### config.mk
export PLATFORM = sky130hd
export DESIGN_NAME = mpe_div_cell
export DESIGN_NICKNAME = d
export VERILOG_FILES = /design/src/sv/mpe_div_cell.sv
export SDC_FILE = /design/constraint.sdc
export NUM_CORES = 1
export LEC_CHECK = 0
export BUFFER_PORTS_ARGS = -buffer_cell sky130_fd_sc_hd__buf_2
export CORE_MARGIN = 10
export CORE_UTILIZATION = 31
export CTS_CLUSTER_DIAMETER = 40
export DETAILED_ROUTE_END_ITERATION = 16
export HOLD_SLACK_MARGIN = 0.03
export SLEW_MARGIN = 20
export SYNTH_ARGS = -nofsm -noshare
export SYNTH_HDL_FRONTEND = slang
export SYNTH_SLANG_ARGS = --single-unit
### constraint.sdc
create_clock -name clk -period 2.65 [get_ports clk]
set_clock_uncertainty 0.05 [all_clocks]
set_input_delay 0.265 -clock clk [delete_from_list [all_inputs] [get_ports clk]]
set_output_delay 0.265 -clock clk [all_outputs]
set_load 0.005 [all_outputs]
### src/sv/mpe_div_cell.sv
// ----------------------------------------------------------------------------
// mpe_div_cell: one restoring division step, two lanes
// Shifts one dividend bit into the partial remainder, subtracts the divisor
// when it fits and shifts the quotient bit in; side data rides along.
// ----------------------------------------------------------------------------
module mpe_div_cell #(
  parameter int unsigned NW = 24,
  parameter int unsigned DW = 6,
  parameter int unsigned SW = 72
) (
  input  logic          clk,
  input  logic          rst_n,
  input  logic          en,
  input  logic [DW-1:0] divisor,
  input  logic          up_vld,
  input  logic [DW-1:0] up_rem_b,
  input  logic [NW-1:0] up_word_b,
  input  logic [DW-1:0] up_rem_e,
  input  logic [NW-1:0] up_word_e,
  input  logic [SW-1:0] up_side,
  output logic          dn_vld,
  output logic [DW-1:0] dn_rem_b,
  output logic [NW-1:0] dn_word_b,
  output logic [DW-1:0] dn_rem_e,
  output logic [NW-1:0] dn_word_e,
  output logic [SW-1:0] dn_side
);

  logic          vld_r;
  logic [DW-1:0] rem_b_r, rem_b_nxt;
  logic [NW-1:0] word_b_r, word_b_nxt;
  logic [DW-1:0] rem_e_r, rem_e_nxt;
  logic [NW-1:0] word_e_r, word_e_nxt;
  logic [SW-1:0] side_r;
  logic [DW:0]   trial_b, trial_e;
  logic [DW:0]   diff_b, diff_e;
  logic          fit_b, fit_e;

  // Trial subtract on both lanes
  always_comb begin
    trial_b    = {up_rem_b, up_word_b[NW-1]};
    trial_e    = {up_rem_e, up_word_e[NW-1]};
    diff_b     = trial_b - {1'b0, divisor};
    diff_e     = trial_e - {1'b0, divisor};
    fit_b      = (trial_b >= {1'b0, divisor});
    fit_e      = (trial_e >= {1'b0, divisor});
    rem_b_nxt  = fit_b ? diff_b[DW-1:0] : trial_b[DW-1:0];
    rem_e_nxt  = fit_e ? diff_e[DW-1:0] : trial_e[DW-1:0];
    word_b_nxt = {up_word_b[NW-2:0], fit_b};
    word_e_nxt = {up_word_e[NW-2:0], fit_e};
  end

  // Advance valid
  always_ff @(posedge clk) begin
    if (!rst_n) begin
      vld_r <= 1'b0;
    end else if (en) begin
      vld_r <= up_vld;
    end
  end

  // Advance payload
  always_ff @(posedge clk) begin
    if (en) begin
      rem_b_r  <= rem_b_nxt;
      word_b_r <= word_b_nxt;
      rem_e_r  <= rem_e_nxt;
      word_e_r <= word_e_nxt;
      side_r   <= up_side;
    end
  end

  assign dn_vld    = vld_r;
  assign dn_rem_b  = rem_b_r;
  assign dn_word_b = word_b_r;
  assign dn_rem_e  = rem_e_r;
  assign dn_word_e = word_e_r;
  assign dn_side   = side_r;

endmodule

==> summary.md <==
| Metric | Value |
|---|---|
| Inserted Clock Buffers | `17` |
| Max FO, Critical Path | `7` |
| HPWL after DPL | `12.1 mm` |
| Ports | `275` |
| Slew HR | `0.714` |
| Syn Area/Cell | `20.4 µm²` |
| Vias per std cell | `4.37` |
| Core box area | `15,200 µm²` |
| Post-CTS setup buffer count | `0` |
| RR Startpoint | `dn_vld` |
| Clock Latency Late Sink | `0.41 ns` |
| WHS Endpoint | `dn_vld` |
| Synth Area in Compound Gates | `0.0541` |
| Max frequency | `546 MHz` |
| Yosys Warn Count | `0` |
| Initial core utilization | `0.316` |
| Cells after Synth | `236` |
| Final Hold Slack | `0.0883 ns` |
| Adder-Cell Fraction of Synth Area | `0.0447` |
| Synth top cells by count | `132 x edfxtp_1, 15 x inv_1, 14 x ha_1` |
| Status | `finished, final reports clean` |
| Die Wd | `145 µm` |
| GRT Util Overall | `0.154` |
| I/O Buffers | `274` |
| Post-synthesis xor/xnor area fraction | `0.00364` |
| Synth top area cells | `edfxtp_1 82%, ha_1 3.6%, mux2_4 1.2%` |
| WL/cell | `19.6 µm` |
| Tcrit/Tclk final | `0.691` |
| Critical Path RT | `2.76 ns` |
| Initial DRC count | `178` |
| Placed Cells | `700` |
| Finished Layout Cells | `852` |
| Leak | `3.57 nW` |
| First-pass GRT wire length | `23.8 mm` |
| # setup viols final | `0` |
| Die height | `145 µm` |
| Tightest Pin Transition | `0.418 ns` |
| Sequential area share after synthesis | `0.828` |
| Fin area | `8220 µm²` |
| Cell taking the most area after synthesis | `edfxtp_1` |
| Endpoint class of the critical path | `flop` |
| Max-slew violation count | `0` |
| Yosys cell types | `31` |
| RSZ-0062 raised after global routing | `false` |
| Simple-gate share of the synthesized area | `0.0302` |
| Fin crit period | `1.83 ns` |
| Placer Congestion | `0.863` |
| Critical Path Source Type | `input port` |
| Final hold vios | `0` |
| #FFs+latches synth | `133` |
| Cell Area, Synth | `4810 µm²` |
| Placed Area | `6440 µm²` |
| Die area | `20,900 µm²` |
| Total gr overflow | `0` |
| Worst vdd ir | `446 µV` |
| Via count of the routed design | `3,726` |
| CTS tree | `yes` |
| H-tree levels | `4` |
| Setup_tns | `0 ns` |
| CTS sink cnt | `133` |
| CTS max path bufs | `2` |
| Total routed wirelength | `16.7 mm` |
| WS Path Type | `in2reg` |
| # DRC | `0` |
| Root Driver | `clkbuf_16` |
| Layout Area Growth over Synthesis | `70.8%` |
| Largest net degree at the start of global routing | `46` |
| Critical Path AT | `1.94 ns` |
| Layout cell share with drive strength beyond 1 | `0.478` |
| Pwr Density | `674 nW/µm²` |
| Post-synth EDFFs | `132` |
| Setup WS post-layout | `0.818 ns` |
| R2r setup slk | `1.99 ns` |
| Initial antenna violation count | `1` |
| Syn_nets | `394` |
| Top-area cell type share of the netlist area | `0.824` |
| Max stage delay on crit path | `0.39 ns` |
| Clock slew at reported path FFs | `0.06 ns` |
| Post-DRT Antenna Nets | `0` |
| Dominant synthesized flop cell | `edfxtp_1` |
| Tot Pwr | `5.54 mW` |
| Worst hold path type | `in2reg` |
| Ys async rst share | `0` |
| Vias in the first global route | `4,135` |
| Hold path depth | `3` |
| DP Worst Slack | `0.394 ns` |
| Most common cell in the netlist | `edfxtp_1` |
| Slowest CP cell | `o21a_1` |
| Max Cap Violations | `0` |
| Final Core Density | `0.540` |
| Hold_sp | `up_vld` |
| Terminus of the critical flop-to-flop path | `dn_vld` |
| Pre-antenna DRT Iters | `4` |
| Std-Cell Rows | `45` |
| Post-synthesis mux area share | `0.0229` |
| Largest family of logic cells by synthesized area | `compound AO/OA/AOI/OAI gates` |
| Nets | `808` |
| CP Cell Sequence | `buf_2 > inv_1 > ha_1 > a21o_1 > a211oi_2 > o21a_1 > mux2_4` |
| R2r worst-path depth | `2` |
critical path, delay by kind of cell:
| kind | cells | cell delay, ns |
|---|---|---|
| AOI/OAI and AO/OA | 3 | 0.87 |
| muxes | 1 | 0.34 |
| adders and majority gates | 1 | 0.33 |
| buffers and inverters | 2 | 0.12 |
placed cells by master, fill, tap and decap left out, types with 3 or more instances in the layout:
| master | synthesis | routed |
|---|---|---|
| nand2b_1 | 6 | 6 |
| inv_1 | 15 | 15 |
| buf_2 | 0 | 273 |
| clkbuf_16 | 0 | 17 |
| nor2b_1 | 5 | 5 |
| inv_6 | 0 | 3 |
| edfxtp_1 | 132 | 132 |
| mux2i_1 | 5 | 5 |
| dlygate4sd3_1 | 0 | 119 |
| a21o_1 | 4 | 4 |
| ha_1 | 14 | 14 |
| o211ai_1 | 4 | 4 |
| nor2_1 | 5 | 5 |
| clkinv_4 | 0 | 3 |
| o21ai_0 | 8 | 8 |
| buf_4 | 0 | 4 |
| mux2_4 | 4 | 4 |
per-layer routing:
metal / GRT usage / wire (µm)
met1: 0.145 / 5520
met2: 0.286 / 9290
met3: 0.0705 / 1660
met4: 0.0532 / 244
met5: 0 / 0
registers in the layout, summed over array words and instances (netlist names):
name	flops
dn_rem_b	6
dn_rem_e	6
dn_side	72
dn_vld	1
dn_word_b	24
dn_word_e	24
cell type report:
cell class	count	area, µm²
fillers	1251	6990
flip-flops and latches	133	3980
repair buffers	397	2610
multi-input cells	86	748
clock buffers	18	429
well taps	188	235
clock inverters	14	153
inverters	15	56.3
diodes	1	2.50
cell families after synthesis:
family,after synthesis
buf+inv,17
mux,9
flops,133
compound gates,36
fa+ha+maj,16
simple gates,23
xor+xnor,2
worst max path at each step:
stage,endpoint,start,slack [ns]
floorplan,dn_rem_e[2],divisor[4],0.72
global placement,dn_rem_e[3],divisor[4],0.45
detailed placement,dn_rem_e[3],divisor[4],0.39
CTS,dn_rem_e[3],divisor[4],0.83
global route,dn_rem_e[3],divisor[4],0.76
finish,dn_rem_e[3],divisor[4],0.82
where the power goes:
| part | switching [mW] | internal (mW) | total (mW) |
|---|---|---|---|
| clock network | 0.875 | 1.39 | 2.27 |
| registers | 0.0475 | 2.52 | 2.57 |
| logic | 0.317 | 0.385 | 0.703 |
repair_timing:
item	CTS	global route
hold buffers	119	0
resized for setup	0	0
endpoints found under the hold margin	119	0
No activity file was read; power rests on OpenSTA's default activity.
