<file path="src/sv/mpe_pkg.sv">
// ----------------------------------------------------------------------------
// mpe_pkg: shared types and constants of the MBR partition entry encoder
// Word layouts of both channels, register indexes and CHS widths.
// ----------------------------------------------------------------------------
package mpe_pkg;

  // Field widths
  localparam int unsigned LBA_W   = 32;
  localparam int unsigned BYTE_W  = 8;
  localparam int unsigned SPT_W   = 6;
  localparam int unsigned HEADS_W = 8;
  localparam int unsigned PCYL_W  = SPT_W + HEADS_W;   // sectors per cylinder
  localparam int unsigned CYL_W   = 10;                // cylinders 0..1023
  localparam int unsigned ADDR_W  = PCYL_W + CYL_W;    // clamped address
  localparam int unsigned TRK_W   = HEADS_W + CYL_W;   // track number

  // Configuration port
  localparam int unsigned CFG_IDX_W  = 1;
  localparam int unsigned CFG_DATA_W = 8;

  typedef enum logic [CFG_IDX_W-1:0] {
    CFG_SPT   = 1'b0,
    CFG_HEADS = 1'b1
  } mpe_cfg_idx_t;

  // Register reset values
  localparam logic [SPT_W-1:0]   SPT_RST   = 6'd63;
  localparam logic [HEADS_W-1:0] HEADS_RST = 8'd255;

  // Input word
  typedef struct packed {
    logic [LBA_W-1:0]  start_lba;
    logic [LBA_W-1:0]  end_lba;
    logic [BYTE_W-1:0] system_id;
  } mpe_in_t;

  // Result word
  typedef struct packed {
    logic [BYTE_W-1:0] type_byte;
    logic [LBA_W-1:0]  first_sector;
    logic [LBA_W-1:0]  sector_count;
    logic [BYTE_W-1:0] start_head;
    logic [BYTE_W-1:0] begin_sector_byte;
    logic [BYTE_W-1:0] begin_cylinder_low;
    logic [BYTE_W-1:0] stop_head;
    logic [BYTE_W-1:0] end_sector_byte;
    logic [BYTE_W-1:0] end_cylinder_low;
  } mpe_out_t;

  // Fields that ride along the divider chain unchanged
  typedef struct packed {
    logic [BYTE_W-1:0] type_byte;
    logic [LBA_W-1:0]  first_sector;
    logic [LBA_W-1:0]  sector_count;
  } mpe_pass_t;

  // Side data of the head/cylinder chain: pass fields plus sector remainders
  typedef struct packed {
    mpe_pass_t        pass;
    logic [SPT_W-1:0] sec_b;
    logic [SPT_W-1:0] sec_e;
  } mpe_side2_t;

endpackage

</file>
<file path="src/sv/mpe_front.sv">
// ----------------------------------------------------------------------------
// mpe_front: entry stage
// Clamps both addresses to the last sector of cylinder 1023 and forms the
// sector count; registers the result as the head of the divider chain.
// ----------------------------------------------------------------------------
module mpe_front import mpe_pkg::*; (
  input  logic              clk,
  input  logic              rst_n,
  input  logic              en,
  input  logic              up_vld,
  input  mpe_in_t           up_data,
  input  logic [PCYL_W-1:0] per_cyl,
  output logic              dn_vld,
  output logic [ADDR_W-1:0] dn_addr_b,
  output logic [ADDR_W-1:0] dn_addr_e,
  output mpe_pass_t         dn_pass
);

  logic              vld_r;
  logic [ADDR_W-1:0] addr_b_r, addr_b_nxt;
  logic [ADDR_W-1:0] addr_e_r, addr_e_nxt;
  mpe_pass_t         pass_r, pass_nxt;
  logic [ADDR_W-1:0] limit;
  logic [ADDR_W-1:0] last_sec;

  // Clamp above the last addressable cylinder
  always_comb begin
    limit    = {per_cyl, {CYL_W{1'b0}}};
    last_sec = limit - {{(ADDR_W-1){1'b0}}, 1'b1};
    if (up_data.start_lba >= {{(LBA_W-ADDR_W){1'b0}}, limit}) begin
      addr_b_nxt = last_sec;
    end else begin
      addr_b_nxt = up_data.start_lba[ADDR_W-1:0];
    end
    if (up_data.end_lba >= {{(LBA_W-ADDR_W){1'b0}}, limit}) begin
      addr_e_nxt = last_sec;
    end else begin
      addr_e_nxt = up_data.end_lba[ADDR_W-1:0];
    end
    pass_nxt.type_byte    = up_data.system_id;
    pass_nxt.first_sector = up_data.start_lba;
    pass_nxt.sector_count = up_data.end_lba - up_data.start_lba + {{(LBA_W-1){1'b0}}, 1'b1};
  end

  // Advance valid
  always_ff @(posedge clk) begin
    if (!rst_n) begin
      vld_r <= 1'b0;
    end else if (en) begin
      vld_r <= up_vld;
    end
  end

  // Advance payload
  always_ff @(posedge clk) begin
    if (en) begin
      addr_b_r <= addr_b_nxt;
      addr_e_r <= addr_e_nxt;
      pass_r   <= pass_nxt;
    end
  end

  assign dn_vld    = vld_r;
  assign dn_addr_b = addr_b_r;
  assign dn_addr_e = addr_e_r;
  assign dn_pass   = pass_r;

endmodule

</file>
<file path="config.mk">
export PLATFORM = sky130hd
export DESIGN_NAME = mpe_front
export DESIGN_NICKNAME = d
export VERILOG_FILES = /design/src/sv/mpe_pkg.sv /design/src/sv/mpe_front.sv
export SDC_FILE = /design/constraint.sdc
export NUM_CORES = 1
export LEC_CHECK = 0
export BUFFER_PORTS_ARGS = -buffer_cell sky130_fd_sc_hd__buf_2
export CORE_ASPECT_RATIO = 1.5
export CORE_UTILIZATION = 53
export DETAILED_ROUTE_END_ITERATION = 10
export PLACE_DENSITY = 0.82
export SLEW_MARGIN = 25
export SYNTH_ARGS = -nofsm -noshare
export SYNTH_HDL_FRONTEND = slang
export SYNTH_SLANG_ARGS = --single-unit
export TNS_END_PERCENT = 50
</file>
<file path="constraint.sdc">
create_clock -name clk -period 3.1 [get_ports clk]
set_clock_uncertainty 0.15 [all_clocks]
set_input_delay 0 -clock clk [delete_from_list [all_inputs] [get_ports clk]]
set_output_delay 0 -clock clk [all_outputs]
set_load 0.1 [all_outputs]
</file>
==> results of run 1 <==
[logic make-up after synthesis]
kind of cell             Yosys count  synth area share
AND/OR/NAND/NOR                  133             0.101
multiplexers                      14            0.0222
AO/OA/AOI/OAI                    141             0.132
adder cells (fa/ha/maj)           91             0.159
flip-flops                       121             0.503
XOR/XNOR                          37            0.0450
buffers and inverters             70            0.0374
[routing by layer]
metal,vias to the layer above,track usage
met5,-,0
met4,2,0.189
met3,93,0.0716
met2,323,0.602
met1,2879,0.287
li1,2891,-
[layout make-up]
cell class                      instances  area (um2)
Tap cell                              159         199
Inverter                               56         210
Fill cell                             821        3310
Sequential cell                       121        3620
Antenna cell                            1        2.50
Clock inverter                         13         106
Clock buffer                           18         429
Timing Repair Buffer                  298        1930
Multi-Input combinational cell        416        3330
[report_power, final]
group	switching, W	leakage [nW]	internal (W)	total [W]
Clock	0.000729	0.255	0.00109	0.00182
Combinational	0.00183	3.03	0.000520	0.00235
Sequential	0.0000492	1.19	0.00202	0.00207
Total	0.00261	4.47	0.00362	0.00624
[Yosys cell counts (4+ instances only)]
master / count / share of area
edfxtp_1: 120 / 0.50
ha_1: 90 / 0.16
inv_1: 56 / 0.029
a21oi_1: 45 / 0.031
nor2_1: 33 / 0.017
a21o_1: 26 / 0.027
nand2_1: 25 / 0.013
xnor2_1: 25 / 0.030
o21ai_0: 19 / 0.013
xor2_1: 12 / 0.015
mux2_2: 11 / 0.017
nand3_1: 11 / 0.0076
nand4_1: 11 / 0.0096
or2_2: 11 / 0.0096
a211oi_1: 8 / 0.0083
clkbuf_1: 8 / 0.0042
nor3_1: 8 / 0.0056
a31oi_1: 7 / 0.0061
nor2b_1: 5 / 0.0043
nor4_1: 5 / 0.0043
o211ai_1: 5 / 0.0052
a311oi_1: 4 / 0.0049
and3_1: 4 / 0.0035
nor4b_1: 4 / 0.0049
o21bai_1: 4 / 0.0042
o31ai_1: 4 / 0.0042
[how the worst max path moves through the flow]
stage	from	to	slack, ps	cells after the start
after CTS	up_data[9]	dn_pass[25]$_DFFE_PP_	20	14
after global routing	up_data[21]	dn_addr_e[16]$_DFFE_PP_	-50	10
final	up_data[21]	dn_addr_e[21]$_DFFE_PP_	-10	10
after global placement	up_data[50]	dn_pass[30]$_DFFE_PP_	200	12
after floorplan	up_data[9]	dn_pass[25]$_DFFE_PP_	550	12
after detailed placement	up_data[9]	dn_pass[25]$_DFFE_PP_	150	13
[sequential cells by signal, summed over array words and instances (netlist names)]
signal     cells
dn_vld         1
dn_addr_e     24
dn_pass       72
dn_addr_b     24
[tightest hold or removal path: cells and delay by family]
kind | cells | cell delay [ps]
AO/OA/AOI/OAI | 2 | 210
AND/OR/NAND/NOR | 2 | 130
buffers and inverters | 1 | 110
[per-stage QoR]
| stage | power [W] | setup TNS, ps | setup slack, ps | utilization |
|---|---|---|---|---|
| floorplan | 0.00387 | 0 | 548 | - |
| global placement | 0.00431 | 0 | 195 | 0.646 |
| detailed placement | 0.00433 | 0 | 146 | 0.646 |
| CTS | 0.00621 | 0 | 18.3 | 0.746 |
| global route | 0.00644 | -193 | -48.5 | 0.748 |
| finish | 0.00624 | -17.6 | -10.9 | 0.748 |
[repair_timing]
item                                    CTS  global route
hold endpoints to repair                119             0
hold buffers                             78             0
endpoints found under the setup margin    0            15
buffers inserted                          0             1
gates resized for setup                   0             4
==> impl_metrics.tcl, run 1 <==
set metrics [dict create \
    worst-setup-path-type "input port to flip-flop" \
    antenna_found_initial 2 \
    worst_slew_pin_slew_ps 559 \
    slowest_stage "dlygate4sd3_1" \
    die-height_um 145 \
    min_delay_path_depth 5 \
    hpwl_um 14800 \
    grt_util_all_layers 0.308 \
    layout_commonest_cell "buf_2" \
    timing.hold.ws_ps 12.5 \
    synth_edf_count 120 \
    clk_pin_slew_ps 60 \
    core-area_um2 13100 \
    wl_per_cell_um 19.9 \
    rr_endpoint "dn_vld$_SDFFE_PN0P_" \
    maxSlewViolCount 0 \
    grt_max_degree 60 \
    gp_congestion 0.917 \
    max-cap-violations 0 \
    numCtsBuffers 17 \
    avgSynthCellArea_um2 11.9 \
    rrSetupSlack_ps 1780 \
    netlist_area_um2 7200 \
    clk_latency_ps 410 \
    place_inst 971 \
    violations "setup timing" \
    ys_seq_area_frac 0.503 \
    ir_drop_v 0.000386 \
    layout_min_cycle_time_ps 3110 \
    routed-wl-met2_um 11900 \
    dr_total_vias 6188 \
    required_ps 3110 \
    wl_met1_um 7090 \
    cts_tree "done" \
    dpl_cell_area_um2 8490 \
    wl_um 21600 \
    fin_nets 1091 \
    cp_cell_sequence "dlygate4sd3_1, buf_2, ha_1, a21o_1, a21o_1, a211oi_1, o41ai_4, buf_4, mux2_2, dlygate4sd3_1" \
    final_area_um2 9830 \
    overflow 0 \
    cp_top_family "buffers and inverters" \
    worst_slack_ps -10.9 \
    rr_worst_depth 3 \
    fin_crit_sh 1.00 \
    firstDrtPassIters 5 \
    cts_buffer_depth 2 \
    portBuffers 210 \
    status "finished, violations left" \
    hp-start "per_cyl[5]" \
    synth_cells 607 \
    finalHoldViolCount 0 \
    drcViolationCount 0 \
    drtIter0Drc 241 \
    cp-end-kind "flip-flop" \
    synth_nets 788 \
    antenna_left 0 \
    grt_pass1_wl_um 32800 \
    arrival_ps 3120 \
    ys_warn_count 0 \
    crit_fanout 11 \
    clock_sink_count 121 \
    clock.fmax_mhz 321 \
    cts_root_buffer "clkbuf_16" \
    die_area_um2 14100 \
    r2r-start "dn_vld$_SDFFE_PN0P_" \
    synth_flop_cell "edfxtp_1" \
    layout_common_cells "209 x buf_2, 120 x edfxtp_1, 89 x ha_1" \
    pwr_density_cell_nw_per_um2 634 \
    cts_max_level 4 \
    critPathLaunchType "input port" \
    ys_async_sr_fraction 0 \
    rows 51 \
    synth-seq-cells 121 \
    leakagePower_nw 4.47 \
    crit_buf_inv 4 \
    grt_pass1_vias 6540 \
    layoutNonFillerInstCount 1082 \
    io_pins 211 \
    top_layer "met5" \
    hp-class "input port to flip-flop" \
    wl_met3_um 1340 \
    drive_gt1_frac 0.316 \
    slew_headroom 0.624 \
    syn_to_final_growth_pct 36.5 \
    setup_viol 3 \
    hold_end "dn_addr_b[15]$_DFFE_PP_" \
    max_stage_delay_ps 570 \
    die_w_um 97.2 \
    vias_per_cell 5.72 \
    rsz0062_at_grt "true" \
    yosysUniqueCellTypes 61 \
    start_util 0.548 \
]
Power figures use the tool's default switching activity.
==> inputs of run 2 (changes only) <==
CORE_ASPECT_RATIO = default   (was 1.5)
CORE_UTILIZATION = 57   (was 53)
PLACE_DENSITY = 0.87   (was 0.82)
clock period = 3.8 ns   (was 3.1 ns; I/O delays follow)
==> run 2 against run 1 <==
  * The run now ends clean
  * Global-route usage increased by 4.1 points
  * Utilization is 5.7 points higher
  * Clock power is 19% lower
  * Clock-buffer cell count fell by 1
  * Non-clock buffer count is 3 lower
  * Sequential share of layout area grew 0.17 points
  * Register-to-register slack improved by 730 ps
  * Wire length is 4.9% higher
  * Die area fell by 7.0%
  * First-iteration DRC count rose to 3.2 times the previous value
  * Sequential power shrank 18%
  * Combinational power is 18% lower
  * Highest routed layer is now met4
==> impl_metrics.tcl, run 2 (synthesis results as in run 1) <==
set metrics [dict create \
    min_delay_path_depth 4 \
    crit_top_cell "dlygate4sd3_1" \
    cts_hold_buf 80 \
    cp_cell_sequence "dlygate4sd3_1, buf_2, ha_1, nor4b_1, nand3_1, a21oi_1, a211oi_1, o41ai_4, buf_4, mux2_2, dlygate4sd3_1" \
    drcViolationCount 0 \
    drive_gt1_frac 0.307 \
    fin_crit_sh 0.883 \
    cts_root_buffer "clkbuf_16" \
    cp.depth 11 \
    max_stage_delay_ps 570 \
    max-cap-violations 0 \
    final.setup.tns_ps 0 \
    die-height_um 114 \
    fin_nets 1088 \
    layout_min_cycle_time_ps 3360 \
    setup_viol 0 \
    slew_headroom 0.367 \
    crit_fanout 10 \
    gp_congestion 0.940 \
    cts_tree "done" \
    pwr_density_cell_nw_per_um2 520 \
    cp-end-kind "flip-flop" \
    post_cts_buffers 0 \
    rr_worst_depth 3 \
    required_ps 3820 \
    place_inst 976 \
    portBuffers 210 \
    io_pins 211 \
    drtIter0Drc 776 \
    clk_latency_ps 420 \
    grt_pass1_wl_um 33800 \
    hpwl_um 14200 \
    leakagePower_nw 4.46 \
    worst-setup-path-type "input port to flip-flop" \
    cts_buffer_depth 2 \
    clk_pin_slew_ps 50 \
    antenna_left 0 \
    firstDrtPassIters 6 \
    rows 40 \
    overflow 0 \
    syn_to_final_growth_pct 35.9 \
    vias_per_cell 5.98 \
    cp_top_family "buffers and inverters" \
    numCtsBuffers 17 \
    final_util 0.805 \
    grt_util_all_layers 0.348 \
    arrival_ps 3380 \
    dr_total_vias 6510 \
    ir_drop_v 0.000347 \
    largest_register_ffs 72 \
    die_w_um 114 \
    wl_um 22600 \
    grt_pass1_vias 6520 \
    clock.fmax_mhz 298 \
    crit_buf_inv 4 \
    antenna_found_initial 1 \
    layout_commonest_cell "buf_2" \
    fillCellCount 703 \
    cts_max_level 4 \
    slowest_stage "dlygate4sd3_1" \
    status "finished clean" \
    critPathLaunchType "input port" \
    die_area_um2 13100 \
    core-area_um2 12200 \
    wl_per_cell_um 20.8 \
    grt_max_degree 76 \
    worst_slew_pin_slew_ps 949 \
    hp-class "input port to flip-flop" \
    finalHoldViolCount 0 \
    clock_sink_count 121 \
    maxSlewViolCount 0 \
    start_util 0.592 \
    layout_common_cells "209 x buf_2, 120 x edfxtp_1, 90 x ha_1" \
    layoutNonFillerInstCount 1089 \
    rsz0062_at_grt "false" \
    post_cts_resized 0 \
]
run 2: worst paths after layout:
| kind | from | endpoint | slack, ps |
|---|---|---|---|
| setup / recovery | up_data[19] | dn_addr_e[21]$_DFFE_PP_ | 440 |
| hold reg to reg | dn_vld$_SDFFE_PN0P_ | dn_vld$_SDFFE_PN0P_ | 920 |
| setup reg to reg | dn_vld$_SDFFE_PN0P_ | dn_vld$_SDFFE_PN0P_ | 2510 |
| hold / removal | per_cyl[1] | dn_addr_e[13]$_DFFE_PP_ | 80 |
run 2: worst min-delay path: cells and delay by family:
| kind | cells | cell delay, ps |
|---|---|---|
| buffers and inverters | 1 | 130 |
| multiplexers | 1 | 150 |
| AND/OR/NAND/NOR | 1 | 80 |
| XOR/XNOR | 1 | 190 |
run 2: area by class of cell:
type                       instances  area [um2]  area share
sequential                       121        3620       0.370
multi-input combinational        416        3310       0.338
timing repair buffer             295        1890       0.193
clock buffer                      17         425      0.0435
inverter                          56         210      0.0215
tap                              168         210      0.0215
clock inverter                    15         111      0.0114
antenna                            1        2.50    0.000256
run 2: power breakdown:
part           internal (W)  leakage (nW)  switching [W]
Combinational      0.000417          3.01        0.00150
Clock              0.000882         0.260       0.000603
Sequential          0.00165          1.19      0.0000450
run 2: through the flow:
stage | worst slack (ps) | instance area, um2 | hold WS [ps] | total power [W]
global placement | 920 | 8450 | 26.8 | 0.00350
global route | 357 | 9790 | 98.6 | 0.00524
detailed placement | 838 | 8450 | 28.5 | 0.00351
floorplan | 1250 | 7200 | -51.1 | 0.00316
finish | 443 | 9790 | 80.6 | 0.00509
CTS | 551 | 9780 | 6.27 | 0.00504
run 2: per-layer routing:
metal | routed length (um) | track usage | up-vias
met1 | 8460 | 0.418 | 3052
met4 | 1270 | 0.190 | 0
met5 | 0 | 0 | -
met3 | 1990 | 0.0794 | 123
li1 | - | - | 2885
met2 | 10900 | 0.583 | 450
==> inputs of run 3 (changes only) <==
ABC_AREA = 1   (was default)
CORE_UTILIZATION = 58   (was 57)
REMOVE_ABC_BUFFERS = 1   (was default)
==> run 3 against run 2 <==
  * The flow now finishes with violations (hold timing)
  * Highest routed layer unchanged
  * Register-to-register slack worse by 80 ps
  * Synthesized cell count is 57% higher
  * Combinational power hardly changed
  * Critical endpoint is now dn_addr_e[13]$_DFFE_PP_
  * Utilization is 0.076 points lower
  * Wire length is 10% higher
  * Cell count is 33% higher
  * Hold slack worse by 84 ps
  * Clock-buffer cell count is 2 higher
  * Die area is 8.6% higher
==> impl_metrics.tcl, run 3 <==
set metrics [dict create \
    worst-setup-path-type "input port to flip-flop" \
    yosysUniqueCellTypes 27 \
    crit_fanout 15 \
    arrival_ps 2940 \
    worst_slack_ps 876 \
    layout_min_cycle_time_ps 2920 \
    netlist_area_um2 7970 \
    cts_tree "done" \
    overflow 0 \
    hpwl_um 15100 \
    fin_nets 1438 \
    cts_max_level 4 \
    antenna_left 0 \
    ys_seq_area_frac 0.455 \
    ir_drop_v 0.000515 \
    ys_async_sr_fraction 0 \
    synth-seq-cells 121 \
    pre_cts_ws_ps 1390 \
    timing.hold.ws_ps -3.57 \
    cts_buffer_depth 2 \
    portBuffers 210 \
    clock.fmax_mhz 342 \
    setup_viol 0 \
    syn_to_final_growth_pct 34.2 \
    die_area_um2 14200 \
    wl_um 25000 \
    post_cts_buffers 0 \
    firstDrtPassIters 8 \
    finalHoldViolCount 1 \
    clk_latency_ps 430 \
    clk_pin_slew_ps 60 \
    critPathLaunchType "input port" \
    vias_per_cell 5.60 \
    core-area_um2 13300 \
    synth_flop_cell "edfxtp_1" \
    die_w_um 119 \
    power_w 0.00546 \
    dr_total_vias 8103 \
    antenna_found_initial 0 \
    multi_input_area_um2 3620 \
    max-cap-violations 0 \
    rr_worst_depth 3 \
    grt_pass1_wl_um 38800 \
    io_pins 211 \
    synth_top_cell_area_share 0.452 \
    grt_pass1_vias 7890 \
    status "finished, violations left" \
    ys_warn_count 0 \
    cp-end-kind "flip-flop" \
    largest_register_ffs 72 \
    wl_per_cell_um 17.3 \
    drive_gt1_frac 0.199 \
    grt_util_all_layers 0.360 \
    die-height_um 119 \
    drtIter0Drc 1174 \
    layout_commonest_cell "nand2_1" \
    synth_edf_count 120 \
    synthTopCellsByCount "321 x nand2_1, 176 x inv_1, 120 x edfxtp_1" \
    maxSlewViolCount 0 \
    leakagePower_nw 5.65 \
    post_cts_resized 0 \
    worst_slew_pin_slew_ps 943 \
    gp_congestion 0.957 \
    required_ps 3820 \
    fin_crit_sh 0.769 \
    drcViolationCount 0 \
    rsz0062_at_grt "false" \
    grt_max_degree 72 \
    clock_sink_count 121 \
    hp-class "input port to flip-flop" \
    synth_area_leaders "edfxtp_1 45%, nand2_1 15%, ha_1 14%" \
    synth_cells 951 \
    final.setup.tns_ps 0 \
    slew_headroom 0.371 \
    layout_common_cells "321 x nand2_1, 209 x buf_2, 176 x inv_1" \
    rows 42 \
    min_delay_path_depth 5 \
    yosysTopAreaCell "edfxtp_1" \
    pwr_density_cell_nw_per_um2 511 \
    cts_root_buffer "clkbuf_16" \
    avgSynthCellArea_um2 8.38 \
    seqCellArea_um2 3620 \
    numCtsBuffers 17 \
    post-synth-top-count-cell "nand2_1" \
    fillCellCount 764 \
    violations "hold timing" \
    start_util 0.599 \
]
[run 3: cell count changes after synthesis, sizes merged, moves of 16 or more]
cell	delta
nand2	+302
xor2	+16
nand3	+51
nor2	+38
a21o	-25
xnor2	-25
a21oi	-17
inv	+122
[run 3: cell families (layout without fill, tap and decap cells)]
| logic type | Yosys count | after routing | share of synthesized area |
|---|---|---|---|
| and+or+nand+nor | 484 | 484 | 0.250 |
| buffers and inverters | 184 | 503 | 0.0903 |
| DFF | 121 | 121 | 0.455 |
| adders and majority gates | 91 | 91 | 0.144 |
| AOI/OAI and AO/OA | 43 | 43 | 0.0302 |
| xor gates and xnor gates | 28 | 28 | 0.0308 |
| other | 0 | 1 | 0 |
[run 3: repair_timing]
action	4_1_cts	5_1_grt
setup endpoints to repair	0	0
hold buffers	82	0
endpoints found under the hold margin	91	0
[run 3: final timing paths]
| path | start | to | slack [ps] |
|---|---|---|---|
| worst max-delay path | per_cyl[9] | dn_addr_e[13]$_DFFE_PP_ | 880 |
| worst min register to register | dn_vld$_SDFFE_PN0P_ | dn_vld$_SDFFE_PN0P_ | 990 |
| worst max register to register | dn_vld$_SDFFE_PN0P_ | dn_vld$_SDFFE_PN0P_ | 2430 |
| worst min-delay path | up_data[39] | dn_pass[31]$_DFFE_PP_ | -4 |
[run 3: through the flow]
| step | cells | hold slack, ps | utilization | cell area, um2 |
|---|---|---|---|---|
| floorplan | 945 | -56.5 | - | 7910 |
| global placement | 1332 | 26.3 | 0.693 | 9210 |
| detailed placement | 1332 | 28.7 | 0.693 | 9210 |
| CTS | 1446 | 2.97 | 0.804 | 10700 |
| global route | 1446 | 24.9 | 0.804 | 10700 |
| finish | 1447 | -3.57 | 0.804 | 10700 |
[run 3: report_power, final]
part	switching, W	internal (W)
combinational	0.00155	0.000391
clock	0.000608	0.00122
sequential	0.0000480	0.00164
total	0.00221	0.00326
[run 3: worst max-delay path, stage by stage]
cell and delay (ps):
dlygate4sd3_1 540, buf_2 150, inv_1 190, ha_1 290, nand2_1 70, inv_1 50
o21ai_0 70, a21boi_1 120, nor2_4 390, nand2_4 250, nand2_1 120, nand2_1 90
dlygate4sd3_1 580
[run 3: layout make-up]
class,instances,area share
flip-flops and latches,121,0.339
multi-input cells,646,0.339
diodes,1,0.000234
inverters,178,0.0625
clock buffers,19,0.0405
clock inverters,13,0.0211
well taps,176,0.0206
repair buffers,293,0.177
[run 3: routing by layer]
layer  track usage  up-vias  wire, um
li1              -     3671         -
met1         0.411     3613      8800
met2         0.619      641     12100
met3        0.0714      178      2440
met4         0.222        0      1620
met5             0        -         0
